**src/rtl/tvof_pkg.sv**
```systemverilog
`timescale 1ns / 1ps

package tvof_pkg;

  // Field widths
  localparam int STAMP_W  = 64;
  localparam int PRICE_W  = 32;
  localparam int VOL_W    = 32;
  localparam int FLAGS_W  = 8;
  localparam int VWAP_W   = 48;
  localparam int TOTAL_W  = 64;
  localparam int SPREAD_W = 33;
  localparam int COUNT_W  = 32;
  localparam int THR_W    = 32;
  localparam int FRAC_W   = 16;

  // Arithmetic widths
  localparam int MUL_W = 32;
  localparam int PROD_W = 2 * MUL_W;
  localparam int ACC_W = VWAP_W + TOTAL_W + 1;
  localparam int DEN_W = TOTAL_W + 1;
  localparam int RHS_W = THR_W + VWAP_W;
  localparam int DIV_STEPS = VWAP_W;

  // Config port
  localparam int CFG_IDX_W  = 2;
  localparam int CFG_DATA_W = 32;

  // Tick flag bits
  localparam logic [FLAGS_W-1:0] FLAG_BID = 8'h01;
  localparam logic [FLAGS_W-1:0] FLAG_ASK = 8'h02;

  // Partial product counts (last step index) per multiply phase
  localparam logic [2:0] THR_LAST = 3'd1;
  localparam logic [2:0] NUM_LAST = 3'd4;

  typedef enum logic [1:0] {
    ST_ACCEPTED     = 2'd0,
    ST_OUT_OF_ORDER = 2'd1,
    ST_OUTLIER      = 2'd2
  } status_t;

  typedef enum logic [CFG_IDX_W-1:0] {
    CFG_THRESHOLD = 2'd0,
    CFG_VWAP_EN   = 2'd1,
    CFG_SPREAD_EN = 2'd2
  } cfg_idx_t;

  typedef enum logic [1:0] {
    SH_0,
    SH_16,
    SH_32,
    SH_64
  } mac_shift_t;

  typedef struct packed {
    logic             clear;
    logic             issue;
    logic [MUL_W-1:0] a;
    logic [MUL_W-1:0] b;
    mac_shift_t       shift;
  } mac_ctrl_t;

  typedef enum logic [3:0] {
    S_IDLE,
    S_CHECK,
    S_THR,
    S_OCMP,
    S_PASS,
    S_NUM,
    S_DIV_START,
    S_DIV_WAIT,
    S_UPDATE,
    S_DONE
  } state_t;

endpackage

```
**src/rtl/tvof_mac.sv**
```systemverilog
`timescale 1ns / 1ps

// Shared 32x32 multiplier with registered product and shifted accumulate.
module tvof_mac (
  input  logic                        clk,
  input  logic                        rst,
  input  tvof_pkg::mac_ctrl_t         ctrl,
  output logic [tvof_pkg::ACC_W-1:0]  acc
);

  logic                         pvalid;
  logic [tvof_pkg::PROD_W-1:0]  prod;
  tvof_pkg::mac_shift_t         pshift;
  logic [tvof_pkg::ACC_W-1:0]   prod_ext;
  logic [tvof_pkg::ACC_W-1:0]   addend;

  // Place the product at its partial-product weight
  always_comb begin
    prod_ext = tvof_pkg::ACC_W'(prod);
    case (pshift)
      tvof_pkg::SH_0:  addend = prod_ext;
      tvof_pkg::SH_16: addend = prod_ext << 16;
      tvof_pkg::SH_32: addend = prod_ext << 32;
      tvof_pkg::SH_64: addend = prod_ext << 64;
      default:         addend = prod_ext;
    endcase
  end

  // Product stage
  always_ff @(posedge clk) begin
    if (rst) begin
      pvalid <= 1'b0;
    end else begin
      pvalid <= ctrl.issue & ~ctrl.clear;
    end
    prod   <= ctrl.a * ctrl.b;
    pshift <= ctrl.shift;
  end

  // Accumulator
  always_ff @(posedge clk) begin
    if (ctrl.clear) begin
      acc <= '0;
    end else if (pvalid) begin
      acc <= acc + addend;
    end
  end

endmodule

```
**config.mk**
```make
export PLATFORM = sky130hd
export DESIGN_NAME = tvof_mac
export DESIGN_NICKNAME = d
export VERILOG_FILES = /design/src/rtl/tvof_pkg.sv /design/src/rtl/tvof_mac.sv
export SDC_FILE = /design/constraint.sdc
export NUM_CORES = 2
export LEC_CHECK = 0
export ABC_AREA = 1
export BUFFER_PORTS_ARGS = -buffer_cell sky130_fd_sc_hd__buf_2
export CORE_ASPECT_RATIO = 1.25
export CORE_MARGIN = 4
export CORE_UTILIZATION = 55
export CTS_CLUSTER_DIAMETER = 50
export DETAILED_ROUTE_END_ITERATION = 10
export MAX_ROUTING_LAYER = met4
export PLACE_DENSITY = 0.75
export SYNTH_ARGS = -nofsm -noshare
export SYNTH_HDL_FRONTEND = slang
export SYNTH_SLANG_ARGS = --single-unit
```
**constraint.sdc**
```tcl
create_clock -name clk -period 8.2 [get_ports clk]
set_clock_uncertainty 0.05 [all_clocks]
set_input_delay 0.41 -clock clk [delete_from_list [all_inputs] [get_ports clk]]
set_output_delay 0.41 -clock clk [all_outputs]
set_load 0.03 [all_outputs]
```
==> reports/results.ini <==
[cells_and_area]
drive_gt1_share_pct = 5.95
finish.utilization_pct = 58.4
fin_nets = 9664
fin_area_sq_mm = 0.0573
fin_cells = 9639
area_growth_pct = 4.90
fillCellCount = 9582

[synth]
synth_edf_count = 0
ys_ff_latch = 180
ys_types = 46
yosys.area.top_type_share_pct = 32.9
synth_cells = 8314
synth_most_common_cell = nand2_1
yosysSeqAreaShare_pct = 6.60
ys_warn_count = 0
yosysTopAreaCell = fa_1
synthTopCellsByCount = 2541 x nand2_1, 2457 x inv_1, 897 x fa_1, 558 x nor2_1, 375 x ha_1
synthFlopType = dfxtp_1
netlist_area_sq_mm = 0.0546
async_reset_ff_share_pct = 0
yosys-top-cells-area = fa_1 33%, nand2_1 17%, inv_1 17%
synth_fp_nets = 9656
synth_area_per_cell_sq_um = 6.57

[worst_hold_path]
hold_end = pvalid$_SDFF_PP0_
hp-class = input pin to flop
min_path_cells = 3
min_from = ctrl[66]

[clock_network]
cts_root_buf = clkbuf_16
clk_path_buf_depth = 2
cts_sinks = 180
cts_resized = 0
path_clk_slew_ps = 80
postCtsSetupBuffers = 0
cts_buffers = 17
cts_tree = done
clk_latency_ps = 520
htree_levels = 4

[placement]
place_congestion = 1.07
port_buffers = 182
dp_hpwl_mm = 180
dp.cells = 9600
dpl_cell_area_sq_mm = 0.0567

[grt]
grt_pass1_wl_mm = 319
grt_overflow = 0
grt_pass1_vias = 53600
gr-usage-all-layers_pct = 41.8
grt_max_degree = 135
antenna_found_initial = 7

[flow_run]
maxCapViolCount = 0

[floorplanning]
die_y_microns = 360
rows = 128
fp.dieArea_sq_mm = 0.104
ioPinCount = 183
core-area_sq_mm = 0.0980
start_util_pct = 55.7
die_w_microns = 290

[sta]
final-max-slew-violation-count = 0
max_slew_margin_pct = 23.2
clock.fmax_ghz = 0.138
worst_slew_pin_slew_ps = 1140
rsz0062_at_grt = no
period_needed_ps = 7260
setup_tns_ps = 0
setup_viol = 0
hold_viol = 0
finalCritPeriodShare_pct = 88.6

[critical_path]
cp-end-kind = flop
reg2regPathDepth = 15
cpPeakStageDelay_ps = 720
critPathMostFrequentCell = fa_1
cp-start-kind = input pin
crit_arrival_ps = 7580
crit-reg2reg-launch = pshift[1]$_DFF_P_
worstPathCellList = buf_2, nand2_1, fa_1, fa_1, inv_1, fa_1, fa_1, fa_1, fa_1, fa_1, inv_1, fa_1, inv_1, ha_1, a21oi_1, o21ai_0, a21oi_1, o21ai_0, a21oi_1, nand2_1, xor2_1
r2r-end = acc[86]$_SDFFE_PP0P_
r2r_slack_ps = 3210
critPathSlowestCell = buf_2
cp.required_ps = 8520
path_class = input pin to flop
path_max_fanout = 32
startpoint = ctrl[45]

[route]
final_antenna_net_count = 0
routedWlPerCell_microns = 22.0
drc = 0
vias_per_cell = 5.33
drt-total-wl_mm = 212
dr.pass1.iters = 7
num_vias = 51400
first_iter_violations = 4293

[outcome]
outcome = complete, no violations

kinds of logic (layout without fill, tap and decap cells):
logic type,count (synthesis),count (layout),synth area share (%)
compound gates,467,467,4.88
flops,180,180,6.60
fa+ha+maj,1272,1272,41.5
buf+inv,2760,2780,19.0
simple gates,3530,3530,26.4
xor+xnor,105,105,1.68
other cells,0,5,0
stage by stage:
stage	setup WS, ps	hold slack, ps
final	939	64.8
after global routing	690	56.9
after CTS	971	31.7
after detailed placement	418	472
after global placement	402	456
after floorplan	1790	388
area by class of cell:
cell class                      instances  area (sq um)  share of cell area, %
Antenna cell                            5          12.5                 0.0218
Multi-Input combinational cell       5374         40700                   71.0
Timing Repair Buffer                  243          1400                   2.45
Inverter                             2506          9410                   16.4
Tap cell                             1300          1630                   2.84
Clock buffer                           19           443                  0.773
Clock inverter                         12           139                  0.242
Sequential cell                       180          3610                   6.30
placed cells by master, fill, tap and decap left out, types with 4 or more instances in the layout:
| cell type | count |
|---|---|
| diode_2 | 5 |
| ha_1 | 375 |
| nand4_1 | 32 |
| nor3_1 | 11 |
| and2_1 | 4 |
| buf_4 | 57 |
| o221ai_1 | 17 |
| nor2_2 | 61 |
| nand2_1 | 2541 |
| xnor2_1 | 15 |
| a21o_1 | 13 |
| nor3_2 | 13 |
| a22oi_1 | 22 |
| nand3_1 | 204 |
| o21ai_1 | 14 |
| dfxtp_1 | 179 |
| clkbuf_16 | 17 |
| fa_1 | 897 |
| xor2_1 | 90 |
| o21a_1 | 5 |
| nor4_1 | 4 |
| inv_6 | 5 |
| a221oi_1 | 9 |
| o21ai_0 | 131 |
| nand2_2 | 39 |
| nor2_1 | 556 |
| nand3_2 | 21 |
| a31o_1 | 5 |
| a21oi_1 | 189 |
| o22ai_1 | 31 |
| o21bai_1 | 12 |
| nor2_4 | 34 |
| inv_2 | 48 |
| buf_2 | 181 |
| a31oi_1 | 9 |
| inv_1 | 2457 |
worst max-delay path by stage:
| stage | endpoint | cells after the start |
|---|---|---|
| after detailed placement | prod[43]$_DFF_P_ | 23 |
| after CTS | prod[43]$_DFF_P_ | 21 |
| after global routing | prod[43]$_DFF_P_ | 21 |
| after floorplan | prod[51]$_DFF_P_ | 23 |
| final | prod[43]$_DFF_P_ | 21 |
| after global placement | prod[43]$_DFF_P_ | 21 |
registers in the layout (all words and copies together) (netlist names):
signal,flops
acc,113
pvalid,1
pshift,2
prod,64
metal layers:
metal	vias up	track usage, %	part of all wire, %
met5	-	-	0
met4	0	32.7	10
met3	863	5.95	7.4
met2	2582	70.5	48
met1	24300	44.3	34
li1	23700	-	-
worst max-delay path, delay by kind of cell:
kind                     cells  cell delay (ps)
adder cells (fa/ha/maj)      9             4490
AO/OA/AOI/OAI                5             1070
buffers and inverters        4              870
AND/OR/NAND/NOR              2              360
XOR/XNOR                     1              360
what timing repair did:
item	4_1_cts	5_1_grt
endpoints found under the setup margin	0	0
endpoints found under the hold margin	3	0
hold buffers	3	0
Power is left out: the tool's default activity adds up to more than one toggle a clock period on the data nets, which glitch-free logic cannot reach.
