## src/rtl/tvof_pkg.sv

```systemverilog
`timescale 1ns / 1ps

package tvof_pkg;

  // Field widths
  localparam int STAMP_W  = 64;
  localparam int PRICE_W  = 32;
  localparam int VOL_W    = 32;
  localparam int FLAGS_W  = 8;
  localparam int VWAP_W   = 48;
  localparam int TOTAL_W  = 64;
  localparam int SPREAD_W = 33;
  localparam int COUNT_W  = 32;
  localparam int THR_W    = 32;
  localparam int FRAC_W   = 16;

  // Arithmetic widths
  localparam int MUL_W = 32;
  localparam int PROD_W = 2 * MUL_W;
  localparam int ACC_W = VWAP_W + TOTAL_W + 1;
  localparam int DEN_W = TOTAL_W + 1;
  localparam int RHS_W = THR_W + VWAP_W;
  localparam int DIV_STEPS = VWAP_W;

  // Config port
  localparam int CFG_IDX_W  = 2;
  localparam int CFG_DATA_W = 32;

  // Tick flag bits
  localparam logic [FLAGS_W-1:0] FLAG_BID = 8'h01;
  localparam logic [FLAGS_W-1:0] FLAG_ASK = 8'h02;

  // Partial product counts (last step index) per multiply phase
  localparam logic [2:0] THR_LAST = 3'd1;
  localparam logic [2:0] NUM_LAST = 3'd4;

  typedef enum logic [1:0] {
    ST_ACCEPTED     = 2'd0,
    ST_OUT_OF_ORDER = 2'd1,
    ST_OUTLIER      = 2'd2
  } status_t;

  typedef enum logic [CFG_IDX_W-1:0] {
    CFG_THRESHOLD = 2'd0,
    CFG_VWAP_EN   = 2'd1,
    CFG_SPREAD_EN = 2'd2
  } cfg_idx_t;

  typedef enum logic [1:0] {
    SH_0,
    SH_16,
    SH_32,
    SH_64
  } mac_shift_t;

  typedef struct packed {
    logic             clear;
    logic             issue;
    logic [MUL_W-1:0] a;
    logic [MUL_W-1:0] b;
    mac_shift_t       shift;
  } mac_ctrl_t;

  typedef enum logic [3:0] {
    S_IDLE,
    S_CHECK,
    S_THR,
    S_OCMP,
    S_PASS,
    S_NUM,
    S_DIV_START,
    S_DIV_WAIT,
    S_UPDATE,
    S_DONE
  } state_t;

endpackage

```

## src/rtl/tvof_div.sv

```systemverilog
`timescale 1ns / 1ps

// Radix-2 restoring divider. The quotient is known to fit VWAP_W bits, so the
// partial remainder starts from the numerator's top bits.
module tvof_div (
  input  logic                         clk,
  input  logic                         rst,
  input  logic                         start,
  input  logic [tvof_pkg::ACC_W-1:0]   num,
  input  logic [tvof_pkg::DEN_W-1:0]   den,
  output logic                         done,
  output logic [tvof_pkg::VWAP_W-1:0]  quot
);

  localparam int CNT_W = $clog2(tvof_pkg::DIV_STEPS + 1);

  logic                          busy;
  logic [CNT_W-1:0]              cnt;
  logic [tvof_pkg::DEN_W-1:0]    rem;
  logic [tvof_pkg::DEN_W-1:0]    dvs;
  logic [tvof_pkg::VWAP_W-1:0]   low_bits;
  logic [tvof_pkg::DEN_W:0]      trial;
  logic [tvof_pkg::DEN_W:0]      diff;
  logic                          fits;

  // One compare-subtract per cycle
  always_comb begin
    trial = {rem, low_bits[tvof_pkg::VWAP_W-1]};
    fits  = trial >= {1'b0, dvs};
    diff  = trial - {1'b0, dvs};
  end

  // Control
  always_ff @(posedge clk) begin
    if (rst) begin
      busy <= 1'b0;
      done <= 1'b0;
      cnt  <= '0;
    end else begin
      done <= 1'b0;
      if (start) begin
        busy <= 1'b1;
        cnt  <= CNT_W'(tvof_pkg::DIV_STEPS);
      end else if (busy) begin
        cnt <= cnt - 1'b1;
        if (cnt == CNT_W'(1)) begin
          busy <= 1'b0;
          done <= 1'b1;
        end
      end
    end
  end

  // Datapath
  always_ff @(posedge clk) begin
    if (start) begin
      rem      <= num[tvof_pkg::ACC_W-1:tvof_pkg::VWAP_W];
      low_bits <= num[tvof_pkg::VWAP_W-1:0];
      dvs      <= den;
      quot     <= '0;
    end else if (busy) begin
      rem      <= fits ? diff[tvof_pkg::DEN_W-1:0] : trial[tvof_pkg::DEN_W-1:0];
      low_bits <= {low_bits[tvof_pkg::VWAP_W-2:0], 1'b0};
      quot     <= {quot[tvof_pkg::VWAP_W-2:0], fits};
    end
  end

endmodule

```

## config.mk

```make
export PLATFORM = sky130hd
export DESIGN_NAME = tvof_div
export DESIGN_NICKNAME = d
export VERILOG_FILES = /design/src/rtl/tvof_pkg.sv /design/src/rtl/tvof_div.sv
export SDC_FILE = /design/constraint.sdc
export NUM_CORES = 1
export LEC_CHECK = 0
export ABC_AREA = 1
export ABC_CLOCK_PERIOD_IN_PS = 6010
export BUFFER_PORTS_ARGS = -buffer_cell sky130_fd_sc_hd__buf_2
export CELL_PAD_IN_SITES_DETAIL_PLACEMENT = 1
export CELL_PAD_IN_SITES_GLOBAL_PLACEMENT = 2
export CORE_ASPECT_RATIO = 0.6
export CORE_MARGIN = 3
export CORE_UTILIZATION = 33
export CTS_CLUSTER_SIZE = 10
export DETAILED_ROUTE_END_ITERATION = 16
export PLACE_DENSITY_LB_ADDON = 0.1
export SYNTH_ARGS = -nofsm -noshare
export SYNTH_HDL_FRONTEND = slang
export SYNTH_SLANG_ARGS = --single-unit
export TNS_END_PERCENT = 1
```

## constraint.sdc

```tcl
create_clock -name clk -period 6.01 [get_ports clk]
set_input_delay 0.3005 -clock clk [delete_from_list [all_inputs] [get_ports clk]]
set_output_delay 0.3005 -clock clk [all_outputs]
set_load 0.02 [all_outputs]
```

==> results.md <==
Outcome:
- The flow ran to the end, and the final reports show no timing, DRC or antenna violations.

Drt:
- In this run the remaining antenna-violating nets after routing total 0.
- The length of the first detailed-routing pass in iterations is 5.
- After detailed routing, the total wire length is 59800 um.
- After detailed routing, the number of remaining DRC violations is 0.
- After detailed routing, the average wire length per cell comes to approximately 18 um.
- The number of vias per cell after detailed routing is ~4.7.
- The number of vias in the routed layout is 15377.
- The detailed router's first-iteration violation count is around 860.

STA:
- Setup repair after global routing left no endpoint under its margin.
- The minimum period implied by the final worst setup slack is 3.60 ns.
- Measured against its own limit, the worst slew margin works out to 26.8%.
- The number of pins with negative max-slew slack in the final report is 0.
- Setup violations remaining at the end of the flow were counted as 0.
- The transition time at the pin with the least slew margin is 1.09 ns.
- The clock skew after layout is between 0.02 and 0.025 ns.
- In the final timing run, aggregate negative setup slack is 0 ns.
- The total count of hold-check failures in the final report is 0.
- The ratio of final minimum period to clock period is about three fifths.
- The peak clock frequency supported by timing is 277 MHz.

Floorplan:
- The number of primary I/O pins is 230.
- In this run the horizontal extent of the chip is approximately 290 um.
- The floorplan step defined a die boundary enclosing 0.0502 mm2.
- The area of the core is 0.0466 mm2.
- The initial utilization of the core area, before any placement, comes to 33.6%.
- The vertical die dimension is approximately 170 um.
- The floorplan has 61 rows.

Clock tree:
- The maximum clock path buffer count is 3.
- The count of buffers added by post-CTS timing repair for setup is 0.
- In this run the number of H-tree levels came out at 1.
- The post-CTS clock slew at the launch and capture registers of the worst setup and hold paths is 0.06 ns.
- The quantity of hold-fixing buffers added after cts is 160.
- The root cell of the clock tree is clkbuf_16.
- The total clock buffers created by CTS is 28.
- The count of instances resized after the clock tree is built is 0.
- The later pin in the worst-skew pair is clocked with a latency of 0.59 ns.
- The clock sink total is 234.
- The clock tree from TritonCTS is done.

Synthesis:
- The gate count of the mapped netlist is 2230.
- Each instance of the synthesized netlist takes up on average approximately 7.0 um2.
- The unique cell type count in the Yosys netlist is 45.
- The netlist area before placement is 0.0157 mm2.
- The number of nets in the synthesized netlist is 2479.
- The number of flip-flops and latches in the synthesized netlist is about 230.
- During synthesis, Yosys emitted a total of 0 warnings.
- Yosys mapped a number of flops with a built-in enable equal to 178.
- For this run, asynchronously set or reset flops after synthesis account for 0%.
- The most used flip-flop cell after synthesis is edfxtp_1.
- Sequential elements use 41.3% of the synthesized area.

Power:
- VDD sags by at most approximately 0.23 mV.
- The analysis attributes to cell leakage a power of 10.0 nW.
- For this design the ratio of total power to cell area is 320 mW/mm2.

Layout:
- The count of nets after finishing is ~2900.
- Cells with a size suffix above 1 make up 11.7% of the layout.
- After routing the design area is 0.0198 mm2.
- The final non-filler cell total is 3255.
- Relative to the synthesized area, the layout overhead comes to 26.6%.

Critical path:
- Data arrives at the worst endpoint at 3.92 ns.
- The type of element capturing the critical path is a flip-flop.
- The critical path is of the reg2reg type.
- The biggest fanout along the worst timing path is 44.
- The data required time of the critical path is around 6.3 ns.
- STA classifies the critical path startpoint as a flip-flop.

GRT:
- Global routing consumed, over all layers together, between 20% and 30% of the routing resources.
- The first global-routing pass estimated 93200 um of wire.
- The via count of the first global-routing pass came to 16086.
- The initial antenna violation count is 2.
- The maximum number of pins on one net before global-route repair is 111.
- Summed over all layers, the global routing overflow is 0.

Placed design:
- Counting tap cells, the placed design contains a total of between 3000 and 4000 instances.
- The detailed-placement wirelength estimate is between 40000 and 50000 um.
- At the end of routability-driven placement, the weighted congestion stood at 0.942.
- The count of port buffers added during placement is 229.
- Once placement finished, the instance area stood at 0.0174 mm2.

Run:
- Across the run, the number of max-cap violations was 0.

Hold path:
- In this run the worst hold path is classified as in2reg.
## cell usage after synthesis (12+ instances only)
master	n	area, um2
nand2_1	861	3230
inv_1	429	1610
edfxtp_1	178	5350
nor2_1	135	507
nand3_1	134	671
ha_1	67	838
a21oi_1	60	300
dfxtp_1	56	1120
o22ai_1	46	288
nand3b_1	39	293
o21ai_0	37	185
xnor2_1	30	263
clkbuf_1	29	109
nand4_1	15	93.8
nor3_1	15	75.1
buf_2	13	65.1
nand3_2	12	120
## logic make-up after synthesis
family,synth area share [%]
and+or+nand+nor,32.9
adders and majority gates,5.48
buffers and inverters,12.5
DFF,41.3
AOI/OAI and AO/OA,6.03
xor gates and xnor gates,1.79
## report_power, final
group	switching [W]	internal [W]
Sequential	0.0000846	0.00197
Combinational	0.00180	0.000873
Clock	0.000711	0.000907
Total	0.00259	0.00375
## stage by stage
stage | setup WS, ns | hold slack [ns] | total power, W | utilization, %
3_5_place_dp | 2.47 | 0.448 | 0.00464 | 37.4
4_1_cts | 2.44 | 0.000514 | 0.00638 | 42.6
5_1_grt | 2.11 | 0.0133 | 0.00682 | 42.6
3_3_place_gp | 2.55 | 0.443 | 0.00459 | 37.4
2_1_floorplan | 1.52 | 0.370 | 0.00379 | -
6_report | 2.41 | 0.0186 | 0.00635 | 42.6
## cell usage in the layout, fill, tap and decap left out, types with 2 or more instances in the layout
master / synthesis / routed
a211oi_1: 2 / 2
a21o_1: 2 / 2
a21oi_1: 60 / 60
and2_1: 2 / 2
buf_2: 13 / 228
buf_4: 1 / 9
clkbuf_1: 29 / 16
clkbuf_16: 0 / 28
clkinv_1: 7 / 9
clkinv_2: 0 / 2
dfxtp_1: 56 / 56
diode_2: 0 / 2
dlygate4sd3_1: 0 / 160
edfxtp_1: 178 / 178
ha_1: 67 / 67
inv_1: 429 / 428
inv_2: 3 / 2
nand2_1: 861 / 861
nand2_2: 4 / 4
nand3_1: 134 / 134
nand3_2: 12 / 12
nand3b_1: 39 / 39
nand4_1: 15 / 15
nor2_1: 135 / 135
nor2_2: 10 / 9
nor2_4: 1 / 2
nor3_1: 15 / 15
o21ai_0: 37 / 37
o21ai_1: 4 / 4
o21bai_1: 11 / 11
o22ai_1: 46 / 46
or2_2: 2 / 2
xnor2_1: 30 / 30
xor2_1: 2 / 2
## state kept, by name, indices dropped and copies added, names as in the netlist
| name | cells |
|---|---|
| dvs | 65 |
| rem | 65 |
| low_bits | 48 |
| quot | 48 |
| cnt | 6 |
| busy | 1 |
| done | 1 |
## final cells by class
class / instances / area [um2]
antenna: 2 / 5.00
clock buffer: 44 / 761
clock inverter: 5 / 72.6
fill: 5918 / 26700
inverter: 439 / 1650
multi-input combinational: 1502 / 7240
sequential: 234 / 6470
tap: 630 / 788
timing repair buffer: 399 / 2840
## routing by layer
| layer | GRT usage [%] | share of wire, % | up-vias |
|---|---|---|---|
| li1 | - | - | 7701 |
| met2 | 33.9 | 39 | 305 |
| met3 | 5.96 | 7.4 | 47 |
| met1 | 37.0 | 52 | 7324 |
| met4 | 3.07 | 1.1 | 0 |
| met5 | 0 | 0 | - |
## worst max-delay path, cell delays in order, from the launching register on
cell,delay [ns]
edfxtp_1,0.38
ha_1,0.48
nand2_1,0.19
nor2_1,0.25
inv_1,0.16
nor2_2,0.17
nand2_1,0.10
nor2_1,0.32
nand2_2,0.23
nand2_4,0.24
buf_4,0.46
nand2_1,0.10
nand2_1,0.10
o21ai_0,0.12
## final timing paths
| kind | start | to | slack (ns) | depth (start not counted) |
|---|---|---|---|---|
| worst max-delay path | rem[47] | rem[10] | 2.41 | 13 |
| worst min-delay path | num[63] | rem[15] | 0.02 | 3 |
| worst max register to register | rem[47] | rem[10] | 2.41 | 13 |
| worst min register to register | quot[47] | quot[47] | 0.46 | 2 |
Power figures use the tool's default switching activity.
